[src/sv/bfya_pkg.sv]
`default_nettype none

package bfya_pkg;

	// Field widths of one transaction.
	localparam int YEAR_W = 12;
	localparam int TAG_W  = 16;

	// Default number of entries held by the FIFO.
	localparam int DEF_CAPACITY = 5;

	// Depth of the command queue between the front and the back.
	// It must be a power of two so the pointers wrap on their own.
	localparam int QUEUE_DEPTH = 2;
	localparam int QPTR_W      = $clog2(QUEUE_DEPTH);
	localparam int QCNT_W      = $clog2(QUEUE_DEPTH + 1);

	// The mean divider retires this many quotient bits per cycle.
	localparam int DIV_RADIX_BITS = 3;
	localparam int DIV_STEPS      = YEAR_W / DIV_RADIX_BITS;
	localparam int DIV_CNT_W      = $clog2(DIV_STEPS + 1);

	typedef enum logic {
		CMD_INSERT = 1'b0,
		CMD_REMOVE = 1'b1
	} bfya_cmd_t;

	typedef struct packed {
		bfya_cmd_t          cmd;
		logic [YEAR_W-1:0]  year;
		logic [TAG_W-1:0]   entry_tag;
	} bfya_in_t;

	typedef struct packed {
		logic [YEAR_W-1:0]  mean_year;
		logic               removed_valid;
		logic [TAG_W-1:0]   removed_tag;
	} bfya_out_t;

	// A command after classification by the front.
	typedef struct packed {
		logic               insert;
		logic               year_known;
		logic [YEAR_W-1:0]  year;
		logic [TAG_W-1:0]   tag;
	} bfya_job_t;

endpackage

`default_nettype wire

[src/sv/bfya_front.sv]
`default_nettype none

module bfya_front
	import bfya_pkg::*;
(
	input  wire logic      clk,
	input  wire logic      arst_n,
	input  wire logic      in_valid,
	output logic           in_ready,
	input  wire bfya_in_t  in_item,
	output logic           job_valid,
	input  wire logic      job_ready,
	output bfya_job_t      job
);

	bfya_job_t           queue_q [QUEUE_DEPTH];
	logic [QPTR_W-1:0]   wr_ptr_q;
	logic [QPTR_W-1:0]   rd_ptr_q;
	logic [QCNT_W-1:0]   count_q;
	bfya_job_t           classified;
	logic                push;
	logic                pop;

	// Classify the incoming command once so the back does not repeat it.
	always_comb begin
		classified.insert     = (in_item.cmd == CMD_INSERT);
		classified.year_known = (in_item.year != '0);
		classified.year       = in_item.year;
		classified.tag        = in_item.entry_tag;
	end

	assign in_ready  = (count_q != QCNT_W'(QUEUE_DEPTH));
	assign job_valid = (count_q != '0);
	assign job       = queue_q[rd_ptr_q];
	assign push      = in_valid && in_ready;
	assign pop       = job_valid && job_ready;

	always_ff @(posedge clk or negedge arst_n) begin
		if (!arst_n) begin
			wr_ptr_q <= '0;
			rd_ptr_q <= '0;
			count_q  <= '0;
		end else begin
			if (push) begin
				wr_ptr_q <= wr_ptr_q + 1'b1;
			end
			if (pop) begin
				rd_ptr_q <= rd_ptr_q + 1'b1;
			end
			if (push && !pop) begin
				count_q <= count_q + 1'b1;
			end else if (pop && !push) begin
				count_q <= count_q - 1'b1;
			end
		end
	end

	always_ff @(posedge clk) begin
		if (push) begin
			queue_q[wr_ptr_q] <= classified;
		end
	end

endmodule

`default_nettype wire

[src/sv/bfya_div.sv]
`default_nettype none

module bfya_div
	import bfya_pkg::*;
#(
	parameter int CAPACITY = DEF_CAPACITY
) (
	input  wire logic                                        clk,
	input  wire logic                                        arst_n,
	input  wire logic                                        start,
	input  wire logic [YEAR_W+$clog2(CAPACITY+1)-1:0]        dividend,
	input  wire logic [$clog2(CAPACITY+1)-1:0]               divisor,
	output logic                                             done,
	output logic [YEAR_W-1:0]                                quotient
);

	localparam int CNT_W = $clog2(CAPACITY + 1);
	localparam int SUM_W = YEAR_W + CNT_W;

	// The quotient always fits in YEAR_W bits, so the partial remainder
	// starts as the upper bits of the dividend and stays below the divisor.
	logic [CNT_W-1:0]      rem_q;
	logic [YEAR_W-1:0]     quo_q;
	logic [CNT_W-1:0]      dvs_q;
	logic [DIV_CNT_W-1:0]  step_q;
	logic                  busy_q;
	logic                  done_q;
	logic [CNT_W-1:0]      rem_n;
	logic [YEAR_W-1:0]     quo_n;

	always_comb begin
		logic [CNT_W:0] trial;
		logic [CNT_W:0] diff;
		logic           ge;
		rem_n = rem_q;
		quo_n = quo_q;
		for (int i = 0; i < DIV_RADIX_BITS; i++) begin
			trial = {rem_n, quo_n[YEAR_W-1]};
			diff  = trial - {1'b0, dvs_q};
			ge    = (trial >= {1'b0, dvs_q});
			rem_n = ge ? diff[CNT_W-1:0] : trial[CNT_W-1:0];
			quo_n = {quo_n[YEAR_W-2:0], ge};
		end
	end

	always_ff @(posedge clk or negedge arst_n) begin
		if (!arst_n) begin
			step_q <= '0;
			busy_q <= 1'b0;
			done_q <= 1'b0;
		end else begin
			done_q <= 1'b0;
			if (start) begin
				step_q <= DIV_CNT_W'(DIV_STEPS);
				busy_q <= 1'b1;
			end else if (busy_q) begin
				step_q <= step_q - 1'b1;
				if (step_q == DIV_CNT_W'(1)) begin
					busy_q <= 1'b0;
					done_q <= 1'b1;
				end
			end
		end
	end

	always_ff @(posedge clk) begin
		if (start) begin
			rem_q <= dividend[SUM_W-1:YEAR_W];
			quo_q <= dividend[YEAR_W-1:0];
			dvs_q <= divisor;
		end else if (busy_q) begin
			rem_q <= rem_n;
			quo_q <= quo_n;
		end
	end

	assign done     = done_q;
	assign quotient = quo_q;

endmodule

`default_nettype wire

[src/sv/bfya_back.sv]
`default_nettype none

module bfya_back
	import bfya_pkg::*;
#(
	parameter int CAPACITY = DEF_CAPACITY
) (
	input  wire logic       clk,
	input  wire logic       arst_n,
	input  wire logic       job_valid,
	output logic            job_ready,
	input  wire bfya_job_t  job,
	output logic            out_valid,
	input  wire logic       out_ready,
	output bfya_out_t       out_item
);

	localparam int SLOT_W = (CAPACITY > 1) ? $clog2(CAPACITY) : 1;
	localparam int CNT_W  = $clog2(CAPACITY + 1);
	localparam int SUM_W  = YEAR_W + CNT_W;

	typedef enum logic [3:0] {
		S_IDLE = 4'b0001,
		S_EXEC = 4'b0010,
		S_DIV  = 4'b0100,
		S_OUT  = 4'b1000
	} bfya_state_t;

	typedef struct packed {
		logic [YEAR_W-1:0] year;
		logic [TAG_W-1:0]  tag;
	} bfya_entry_t;

	bfya_state_t        state_q;
	bfya_job_t          job_q;
	logic [SLOT_W-1:0]  head_q;
	logic [CNT_W-1:0]   fill_q;
	logic [SUM_W-1:0]   sum_q;
	logic [CNT_W-1:0]   known_q;
	bfya_entry_t        mem [CAPACITY];
	bfya_entry_t        rd_q;
	bfya_out_t          res_q;
	bfya_out_t          out_q;
	logic               out_valid_q;

	logic               full;
	logic               drop;
	logic               old_known;
	logic [CNT_W:0]     tail_sum;
	logic [CNT_W:0]     tail_wrap;
	logic [SLOT_W-1:0]  tail;
	logic [SLOT_W-1:0]  head_next;
	logic [SUM_W-1:0]   sum_drop;
	logic [CNT_W-1:0]   known_drop;
	logic [SUM_W-1:0]   sum_new;
	logic [CNT_W-1:0]   known_new;
	logic               wr_en;
	logic               div_start;
	logic               div_done;
	logic [YEAR_W-1:0]  div_quot;
	logic               out_load;

	assign job_ready = (state_q == S_IDLE);

	// The slot after the newest entry; head plus fill stays below twice the
	// capacity, so one conditional subtract wraps it.
	always_comb begin
		tail_sum  = (CNT_W+1)'(head_q) + (CNT_W+1)'(fill_q);
		tail_wrap = (tail_sum >= (CNT_W+1)'(CAPACITY)) ?
			tail_sum - (CNT_W+1)'(CAPACITY) : tail_sum;
		tail      = tail_wrap[SLOT_W-1:0];
		head_next = (head_q == SLOT_W'(CAPACITY - 1)) ? '0 : head_q + 1'b1;
	end

	// Running sum and count after the command: the oldest entry leaves when
	// it is popped or evicted, then an inserted entry joins.
	always_comb begin
		full       = (fill_q == CNT_W'(CAPACITY));
		drop       = job_q.insert ? full : (fill_q != '0);
		old_known  = (rd_q.year != '0);
		sum_drop   = drop ? sum_q - SUM_W'(rd_q.year) : sum_q;
		known_drop = (drop && old_known) ? known_q - 1'b1 : known_q;
		sum_new    = job_q.insert ? sum_drop + SUM_W'(job_q.year) : sum_drop;
		known_new  = (job_q.insert && job_q.year_known) ? known_drop + 1'b1 : known_drop;
	end

	assign wr_en     = (state_q == S_EXEC) && job_q.insert;
	assign div_start = wr_en && (known_new != '0);
	assign out_load  = (state_q == S_OUT) && (!out_valid_q || out_ready);

	bfya_div #(
		.CAPACITY (CAPACITY)
	) u_div (
		.clk      (clk),
		.arst_n   (arst_n),
		.start    (div_start),
		.dividend (sum_new),
		.divisor  (known_new),
		.done     (div_done),
		.quotient (div_quot)
	);

	always_ff @(posedge clk or negedge arst_n) begin
		if (!arst_n) begin
			state_q     <= S_IDLE;
			head_q      <= '0;
			fill_q      <= '0;
			sum_q       <= '0;
			known_q     <= '0;
			out_valid_q <= 1'b0;
		end else begin
			if (out_load) begin
				out_valid_q <= 1'b1;
			end else if (out_ready) begin
				out_valid_q <= 1'b0;
			end
			case (state_q)
				S_IDLE: begin
					if (job_valid) begin
						state_q <= S_EXEC;
					end
				end
				S_EXEC: begin
					sum_q   <= sum_new;
					known_q <= known_new;
					if (drop) begin
						head_q <= head_next;
					end
					if (job_q.insert && !full) begin
						fill_q <= fill_q + 1'b1;
					end else if (!job_q.insert && drop) begin
						fill_q <= fill_q - 1'b1;
					end
					state_q <= div_start ? S_DIV : S_OUT;
				end
				S_DIV: begin
					if (div_done) begin
						state_q <= S_OUT;
					end
				end
				S_OUT: begin
					if (out_load) begin
						state_q <= S_IDLE;
					end
				end
				default: begin
					state_q <= S_IDLE;
				end
			endcase
		end
	end

	always_ff @(posedge clk) begin
		if (job_valid && job_ready) begin
			job_q <= job;
		end
		if (state_q == S_EXEC) begin
			res_q.mean_year     <= '0;
			res_q.removed_valid <= !job_q.insert && drop;
			res_q.removed_tag   <= (!job_q.insert && drop) ? rd_q.tag : '0;
		end else if ((state_q == S_DIV) && div_done) begin
			res_q.mean_year <= div_quot;
		end
		if (out_load) begin
			out_q <= res_q;
		end
	end

	// Store with one write port at the tail and a registered read at the head.
	always_ff @(posedge clk) begin
		if (wr_en) begin
			mem[tail] <= '{year: job_q.year, tag: job_q.tag};
		end
		rd_q <= mem[head_q];
	end

	assign out_valid = out_valid_q;
	assign out_item  = out_q;

	a_fill_bound: assert property (@(posedge clk) disable iff (!arst_n)
		(CNT_W+1)'(fill_q) <= (CNT_W+1)'(CAPACITY))
		else $error("fill count exceeds capacity");

	a_known_le_fill: assert property (@(posedge clk) disable iff (!arst_n)
		known_q <= fill_q)
		else $error("known-year count exceeds fill count");

	a_sum_empty: assert property (@(posedge clk) disable iff (!arst_n)
		(known_q == '0) |-> (sum_q == '0))
		else $error("year sum nonzero with no known years");

	a_head_range: assert property (@(posedge clk) disable iff (!arst_n)
		(CNT_W+1)'(head_q) < (CNT_W+1)'(CAPACITY))
		else $error("head slot out of range");

	a_div_done_state: assert property (@(posedge clk) disable iff (!arst_n)
		div_done |-> (state_q == S_DIV))
		else $error("divider finished outside the divide state");

endmodule

`default_nettype wire

[src/sv/bounded_fifo_with_year_average.sv]
// Bounded FIFO of year/tag entries that reports the mean of the known years.
// Input channel in_valid/in_ready/in_item carries one command transaction:
// cmd selects insert or remove, year (0 means unknown) and entry_tag are
// the inserted record. Output channel out_valid/out_ready/out_item carries
// exactly one result transaction per command, in command order.
// An insert into a full FIFO evicts the oldest entry first. Each insert
// reports the truncated mean of the nonzero years then held, or 0 if none.
// A remove reports the tag of the popped entry with removed_valid set, or
// removed_valid and removed_tag both 0 when the FIFO is empty.
// Commands are handled one at a time by the back end. An insert whose result
// needs a division passes there through pop, update, the radix-8 mean
// divider and output load, in that order; other commands skip the divider.
// A two-entry command queue keeps in_ready high while the back end works
// until it fills, and a result register holds the finished transaction
// while out_ready is low; the back end stops only on a full result register.
// Reset empties the FIFO, the command queue and the result register.

`default_nettype none

module bounded_fifo_with_year_average
	import bfya_pkg::*;
#(
	parameter int CAPACITY = DEF_CAPACITY
) (
	input  wire logic       clk,
	input  wire logic       arst_n,
	input  wire logic       in_valid,
	output logic            in_ready,
	input  wire bfya_in_t   in_item,
	output logic            out_valid,
	input  wire logic       out_ready,
	output bfya_out_t       out_item
);

	// Classified commands flow from the front to the back through this
	// handshake; the front queue absorbs bursts while the back is busy.
	logic       job_valid;
	logic       job_ready;
	bfya_job_t  job;

	bfya_front u_front (
		.clk       (clk),
		.arst_n    (arst_n),
		.in_valid  (in_valid),
		.in_ready  (in_ready),
		.in_item   (in_item),
		.job_valid (job_valid),
		.job_ready (job_ready),
		.job       (job)
	);

	// The back owns the entry store, the running sum and count of known
	// years, and the divider that forms the mean after an insert if any is known.
	bfya_back #(
		.CAPACITY (CAPACITY)
	) u_back (
		.clk       (clk),
		.arst_n    (arst_n),
		.job_valid (job_valid),
		.job_ready (job_ready),
		.job       (job),
		.out_valid (out_valid),
		.out_ready (out_ready),
		.out_item  (out_item)
	);

endmodule

`default_nettype wire
[config.mk]
export PLATFORM = sky130hd
export DESIGN_NAME = bounded_fifo_with_year_average
export DESIGN_NICKNAME = d
export VERILOG_FILES = /design/src/sv/bfya_pkg.sv /design/src/sv/bfya_front.sv /design/src/sv/bfya_div.sv /design/src/sv/bfya_back.sv /design/src/sv/bounded_fifo_with_year_average.sv
export SDC_FILE = /design/constraint.sdc
export NUM_CORES = 1
export LEC_CHECK = 0
export BUFFER_PORTS_ARGS = -buffer_cell sky130_fd_sc_hd__buf_2
export CAP_MARGIN = 10
export CORE_ASPECT_RATIO = 1.2
export CORE_MARGIN = 1
export CORE_UTILIZATION = 40
export DETAILED_ROUTE_END_ITERATION = 10
export SKIP_LAST_GASP = 1
export SYNTH_ARGS = -nofsm -noshare
export SYNTH_HDL_FRONTEND = slang
export SYNTH_SLANG_ARGS = --single-unit
[constraint.sdc]
create_clock -name clk -period 5.3 [get_ports clk]
set_input_delay 1.06 -clock clk [delete_from_list [all_inputs] [get_ports clk]]
set_output_delay 1.06 -clock clk [all_outputs]
set_load 0.01 [all_outputs]
======== Word-level counts from Yosys, hierarchy flattened ========
Memory sizes are Yosys's and may differ from the RTL's. A register that Yosys moved wholly into a read port is not among the register bits.
Cells that the tools add are included.
word-level totals
  flip-flop bits (word level) ............. 114
  RAM bits ................................ 200
  input bits .............................. 33
  logic and storage cells ................. 123
  memories kept ........................... 2
memories
  name             words  bits a word  read ports  clocked after memory_dff  wr ports  line              RTL
  u_back.mem       5      28           1           1                         1         bfya_back.sv:40   bfya_entry_t mem [CAPACITY];
  u_front.queue_q  2      30           1           1                         1         bfya_front.sv:16  bfya_job_t queue_q [QUEUE_DEPTH];
operators by class
  add/sub/neg operators ................... 17
  magnitude comparators ................... 4
  equality and inequality tests ........... 11
  muxes and demuxes ....................... 37
  bitwise gates (word level) .............. 1
  reductions and logical operators ........ 30
operators with widths
  kind                 count
  $mux 3               13
  $mux 15              2
  $mux 12              2
  $reduce_bool 12->1   2
  $mux 4               4
  $pmux 4 s4           1
  $add 15x12->15       1
  $sub 15x12->15       1
  $mux 1               13
  $ge 4x3->1           3
  $logic_and 1x1->1    12
  $reduce_bool 2->1    5
  $add 3x1->3 const B  3
  $sub 3x1->3 const B  3
  $sub 3x3->3          3
  $eq 3x3->1 const B   2
  $reduce_bool 3->1    2
  $logic_not 1->1      5
  $add 3x3->4          1
  $eq 4x1->1 const B   1
  $eq 4x2->1 const B   1
  $eq 4x3->1 const B   1
  $eq 4x4->1 const B   1
  $ge 4x3->1 const B   1
  12 further kinds     17

======== Depth between registers and ports, before layout ========
  depth in word-level cells ............... 10
  mapped depth ............................ 21
  depth with buffers taken out ............ 21

======== Cells and area by module ========
From an unflattened synthesis, not the netlist that was laid out.
second synthesis, totals
  cells, all modules ...................... 1005
  area total of the unflattened synthesis .. 15736.3 um^2
by module, submodules not included
  module      instances  cells an instance  area an instance (um^2)  seq. area each (um^2)
  bfya_back   1          772                11906.4                  8013.9
  bfya_front  1          116                2412.3                   1901.8
  bfya_div    1          117                1417.6                   665.6

======== Least setup slack after synthesis ========
No wires, ideal clock.
  path kind ............................... register to register
  start point ............................. register u_back.fill_q[0]
  end point ............................... memory u_back.mem[3][0] (netlist bit), enable pin
  setup time .............................. 0.454 ns
  arrival time ............................ 4.587 ns
  data required time ...................... 4.846 ns
  slack ................................... 0.259 ns
  stages on the path, launching flop included .. 11
  buffers on the path ..................... 0
  clock period less this slack ............ 5.041 ns
  cells stage by stage .................... dfrtp_1 > ha_1 > fa_1 > inv_1 > ha_1 > nor2b_1 > o21ai_0 > a211oi_1 > nand3_1 > o31ai_1 > nor3b_1
between the ends
  word-level cells in the longest chain between the ends .. 3
RTL lines
  what                                       line                              RTL
  start: declaration                         bfya_back.sv:37                   logic [CNT_W-1:0] fill_q;
  start signal: assignment                   bfya_back.sv:130                  fill_q <= fill_q + 1'b1;
  start signal: assignment                   bfya_back.sv:132                  fill_q <= fill_q - 1'b1;
  $add 3x3->4 (*)                            bfya_back.sv:68                   tail_sum = (CNT_W+1)'(head_q) + (CNT_W+1)'(fill_q);
  $ge 4x3->1 or $sub 3x3->3 (tied branches)  bfya_back.sv:69, bfya_back.sv:70
  $mux 3 (*)                                 bfya_back.sv:69                   tail_wrap = (tail_sum >= (CNT_W+1)'(CAPACITY)) ?
  end: declaration                           bfya_back.sv:40
Mark *: on every way between the ends. The rest lies on a longest branch, timed or not.

======== Final worst setup path ========
  start point ............................. register u_back.u_div.quo_q[11] (netlist: u_back.u_div.quotient[11])
  end point ............................... register u_back.u_div.rem_q[2] (data pin)
between the ends
  word-level cells in the longest chain between the ends .. 8
RTL lines
  what                                       line                            RTL
  start: declaration                         bfya_div.sv:23                  logic [YEAR_W-1:0] quo_q;
  start signal: assignment                   bfya_div.sv:69                  quo_q <= dividend[YEAR_W-1:0];
  start signal: assignment                   bfya_div.sv:73                  quo_q <= quo_n;
  $ge 4x3->1 or $sub 3x3->3 (tied branches)  bfya_div.sv:40, bfya_div.sv:39
  $mux 3 (*)                                 bfya_div.sv:41                  rem_n = ge ? diff[CNT_W-1:0] : trial[CNT_W-1:0];
  $ge 4x3->1 or $sub 3x3->3 (tied branches)  bfya_div.sv:40, bfya_div.sv:39
  $mux 3 (*)                                 bfya_div.sv:41
  $ge 4x3->1 or $sub 3x3->3 (tied branches)  bfya_div.sv:40, bfya_div.sv:39
  $mux 3 (*)                                 bfya_div.sv:41
  $mux 3 (*)                                 bfya_div.sv:71                  end else if (busy_q) begin
  $mux 3 (*)                                 bfya_div.sv:67                  if (start) begin
  end signal: assignment                     bfya_div.sv:68                  rem_q <= dividend[SUM_W-1:YEAR_W];
  end signal: assignment                     bfya_div.sv:72                  rem_q <= rem_n;
  end: declaration                           bfya_div.sv:22                  logic [CNT_W-1:0] rem_q;
Mark *: on every way between the ends. The rest lies on a longest branch, timed or not. The select of a mux whose other input is x is not followed.
A chain may end at the register's enable or synchronous reset.

==> impl_metrics.ini <==
[synth]
avgSynthCellArea_um2 = 15.4
async_flop_share_pct = 10.2
synth.net_count = 1079
synth_area_leaders = edfxtp_1 58%, dfrtp_1 6.0%, dfxtp_1 5.2%
synth.ff_latch_count = 372
synth_top_area_share_pct = 57.6
yosysTopAreaCell = edfxtp_1
synth_enable_flop_cells = 294
synth_area_um2 = 15300
yosysSeqAreaShare_pct = 69.0
ys_warn_count = 0
ys.flop_type = edfxtp_1
netlist_instances = 994
yosysUniqueCellTypes = 65

[cts]
postCtsHoldBufs = 0
cts_tree = built
cts_setup_buffers = 0
htreeDepth = 2
cts-buffers-inserted = 37
cts_resized = 0
cts.reportedPaths.clkPinSlew_ns = 0.07
cts_buffer_depth = 3
clock-sinks = 372
cts-root-buf = clkbuf_16
clock_latency_ns = 0.54

[timing]
max_freq_mhz = 220
fin_crit_sh_pct = 85.9
rsz0062_at_grt = no
drv_slew = 0
hold_violations = 0
skew_ns = 0.0224
tns_ns = 0
setup_viol = 0
relSlewSlack_pct = 36.7
min_period_ns = 4.55
worst_pin_slew_ns = 0.949

[grt]
use_met1_pct = 19.5
grt_busiest_layer = met2
grt_pass1_wl_um = 44400
met3_usage_pct = 2.66
grt_overflow_total = 0
globalRouteTotalUtil_pct = 14.4
grt_max_degree = 43
grt_pass1_vias = 8276
grtUsageMet2_pct = 23.2
antenna_found_initial = 0

[layout]
drive_above_1_share_pct = 22.6
num_antenna_cells = 0
nets = 1170
seqCellArea_um2 = 10600
utilization_pct = 46.6
multi_input_area_um2 = 4500
fillCellCount = 3230
area_growth_pct = 14.8
stdcell_count = 1594

[power]
clockPowerShare_pct = 22.5
swShare_pct = 35.4
power_frac_comb_pct = 39.5
p_int_mw = 7.99
power.density_nw_per_um2 = 703
ir_drop_v = 0.000264
seqPwrFrac_pct = 38.0
power.leakage_nw = 6.52
p_switching_mw = 4.38

[worst_setup_path]
crit_type = reg -> reg
cp_common_cell = a21oi_1
cpLargestDelayFamily = compound AO/OA/AOI/OAI gates
crit_chain = inv_1 -> ha_1 -> inv_1 -> fa_1 -> a21o_1 -> a21boi_0 -> mux2_2 -> ha_1 -> a21oi_1 -> o211ai_1 -> nor2_1 -> a21oi_1 -> fa_1 -> a21o_1 -> a21oi_1 -> nand2_1 -> mux2i_1 -> o211ai_2
worstPathArrival_ns = 4.83
endpoint_kind = register
worst-path-buf-inv = 2
regToRegSetupSlack_ns = 0.75
cp_max_fo = 6
slowest_delay_ns = 0.46
cp-start-kind = register
critical_path_required_ns = 5.57
cp_slowest_cell = a21boi_0

[floorplan]
placementRows = 78
die_area_um2 = 39100
die-height_um = 216
start_util_pct = 40.6
fp.dieW_um = 181
core_um2 = 37800
io_pins = 64

[placement]
globalplace.congestion = 0.858
port_buffers = 63
place_hpwl_um = 17800
dp_cells = 1526

[outcome]
status = finished clean

[route]
ant_nets = 0
routedWlPerCell_um = 17.1
drt_first_pass_iters = 5
drc = 0
drt_wl_total_um = 27300
dr_total_vias = 7956
via_per_inst = 4.99
drt-initial-drc-count = 458

[flow_run]
maxCapViolations = 0

[worst_hold_path]
hp-class = reg -> reg
==> cell type report <==
cell class | count | share of cell area [%]
clock buffer | 44 | 5.41
clock inverter | 24 | 1.97
inverter | 45 | 0.960
multi-input combinational | 548 | 25.6
sequential | 372 | 60.1
tap | 480 | 3.41
timing repair buffer | 81 | 2.56
==> placed cells by master (no fill, tap or decap), drive strengths merged, types with 8 or more instances in the layout <==
cell      n
clkinv   16
dfrtp    37
buf      81
clkbuf   44
o21ai    55
mux2i    20
inv      45
nor2     56
dfxtp    40
mux4     28
nor3      8
bufinv    8
nand2b    9
mux2     64
ha       45
xor2     16
xnor2    20
a21oi    34
a211oi   11
nand2    69
edfxtp  294
o21a      9
and2     17
nand3    13
==> through the flow <==
stage,hold slack [ns],cell area (µm²),power [mW],setup slack [ns]
after global placement,0.402,16300,9.58,0.940
after CTS,0.419,17600,12.5,0.755
final,0.418,17600,12.4,0.747
after detailed placement,0.406,16300,9.66,0.783
after floorplan,0.400,15300,8.36,0.259
after global routing,0.430,17600,13.3,0.363
==> sequential cells by signal, summed over array words and instances (netlist names), 2 cells and up <==
signal	flops
u_back.mem	140
u_back.u_div.dvs_q	3
u_front.count_q	2
u_front.queue_q	60
u_back.out_item	29
u_back.head_q	3
u_back.res_q	29
u_back.state_q	4
u_back.rd_q	28
u_back.known_q	3
u_back.fill_q	3
u_back.sum_q	15
u_back.u_div.step_q	3
u_back.u_div.quotient	12
u_back.u_div.rem_q	3
u_back.job_q	30
==> power groups by stage <==
stage | sequential [mW] | clock (mW) | combinational [mW]
finish | 4.70 | 2.78 | 4.89
global placement | 4.74 | 0 | 4.84
global route | 4.79 | 2.97 | 5.50
detailed placement | 4.77 | 0 | 4.89
floorplan | 4.60 | 0 | 3.76
CTS | 4.71 | 2.86 | 4.93
==> path summary, 6_finish.rpt <==
check,startpoint,endpoint,cells after the start
max,u_back.u_div.quotient[11],u_back.u_div.rem_q[2],18
min,u_back.res_q[4],u_back.out_item[4],0
max reg2reg,u_back.u_div.quotient[11],u_back.u_div.rem_q[2],18
min reg2reg,u_back.res_q[4],u_back.out_item[4],0
max in group asynchronous,arst_n,u_back.head_q[0],1
min in group asynchronous,arst_n,u_back.u_div.step_q[1],1
==> synth_stat cells (4+ instances only) <==
cell and instances:
dfrtp_1 37, o211ai_1 4, mux4_2 28, nand2_1 69, a211oi_1 10, nor2b_1 7
fa_1 7, clkbuf_1 19, o21a_1 8, xnor2_1 19, a31oi_1 5, and2_1 17
a21oi_1 34, edfxtp_1 294, nor2_1 56, xor2_1 16, ha_1 45, inv_1 43
mux2_2 64, nor3_1 8, nand2b_1 9, buf_1 8, o21ai_0 52, dfxtp_1 40
nand3_1 13, mux2i_1 19, a21o_1 6
==> cells by family (layout without fill, tap and decap cells) <==
family                     Yosys count  in the layout  synth area share [%]
DFF                                372            372                  69.0
buffers and inverters               74            194                  1.87
xor gates and xnor gates            36             36                  2.11
adders and majority gates           52             52                  4.59
and+or+nand+nor                    202            202                  6.30
muxes                              112            112                  10.1
AOI/OAI and AO/OA                  146            146                  5.97
==> metal layers <==
layer | routed length [µm] | up-vias | share of wire, %
met4 | 628 | 0 | 2.3
met3 | 1050 | 37 | 3.9
li1 | - | 3901 | -
met5 | 0 | - | 0
met1 | 12900 | 3889 | 47
met2 | 12700 | 129 | 47
(Power assumes the default switching activity.)
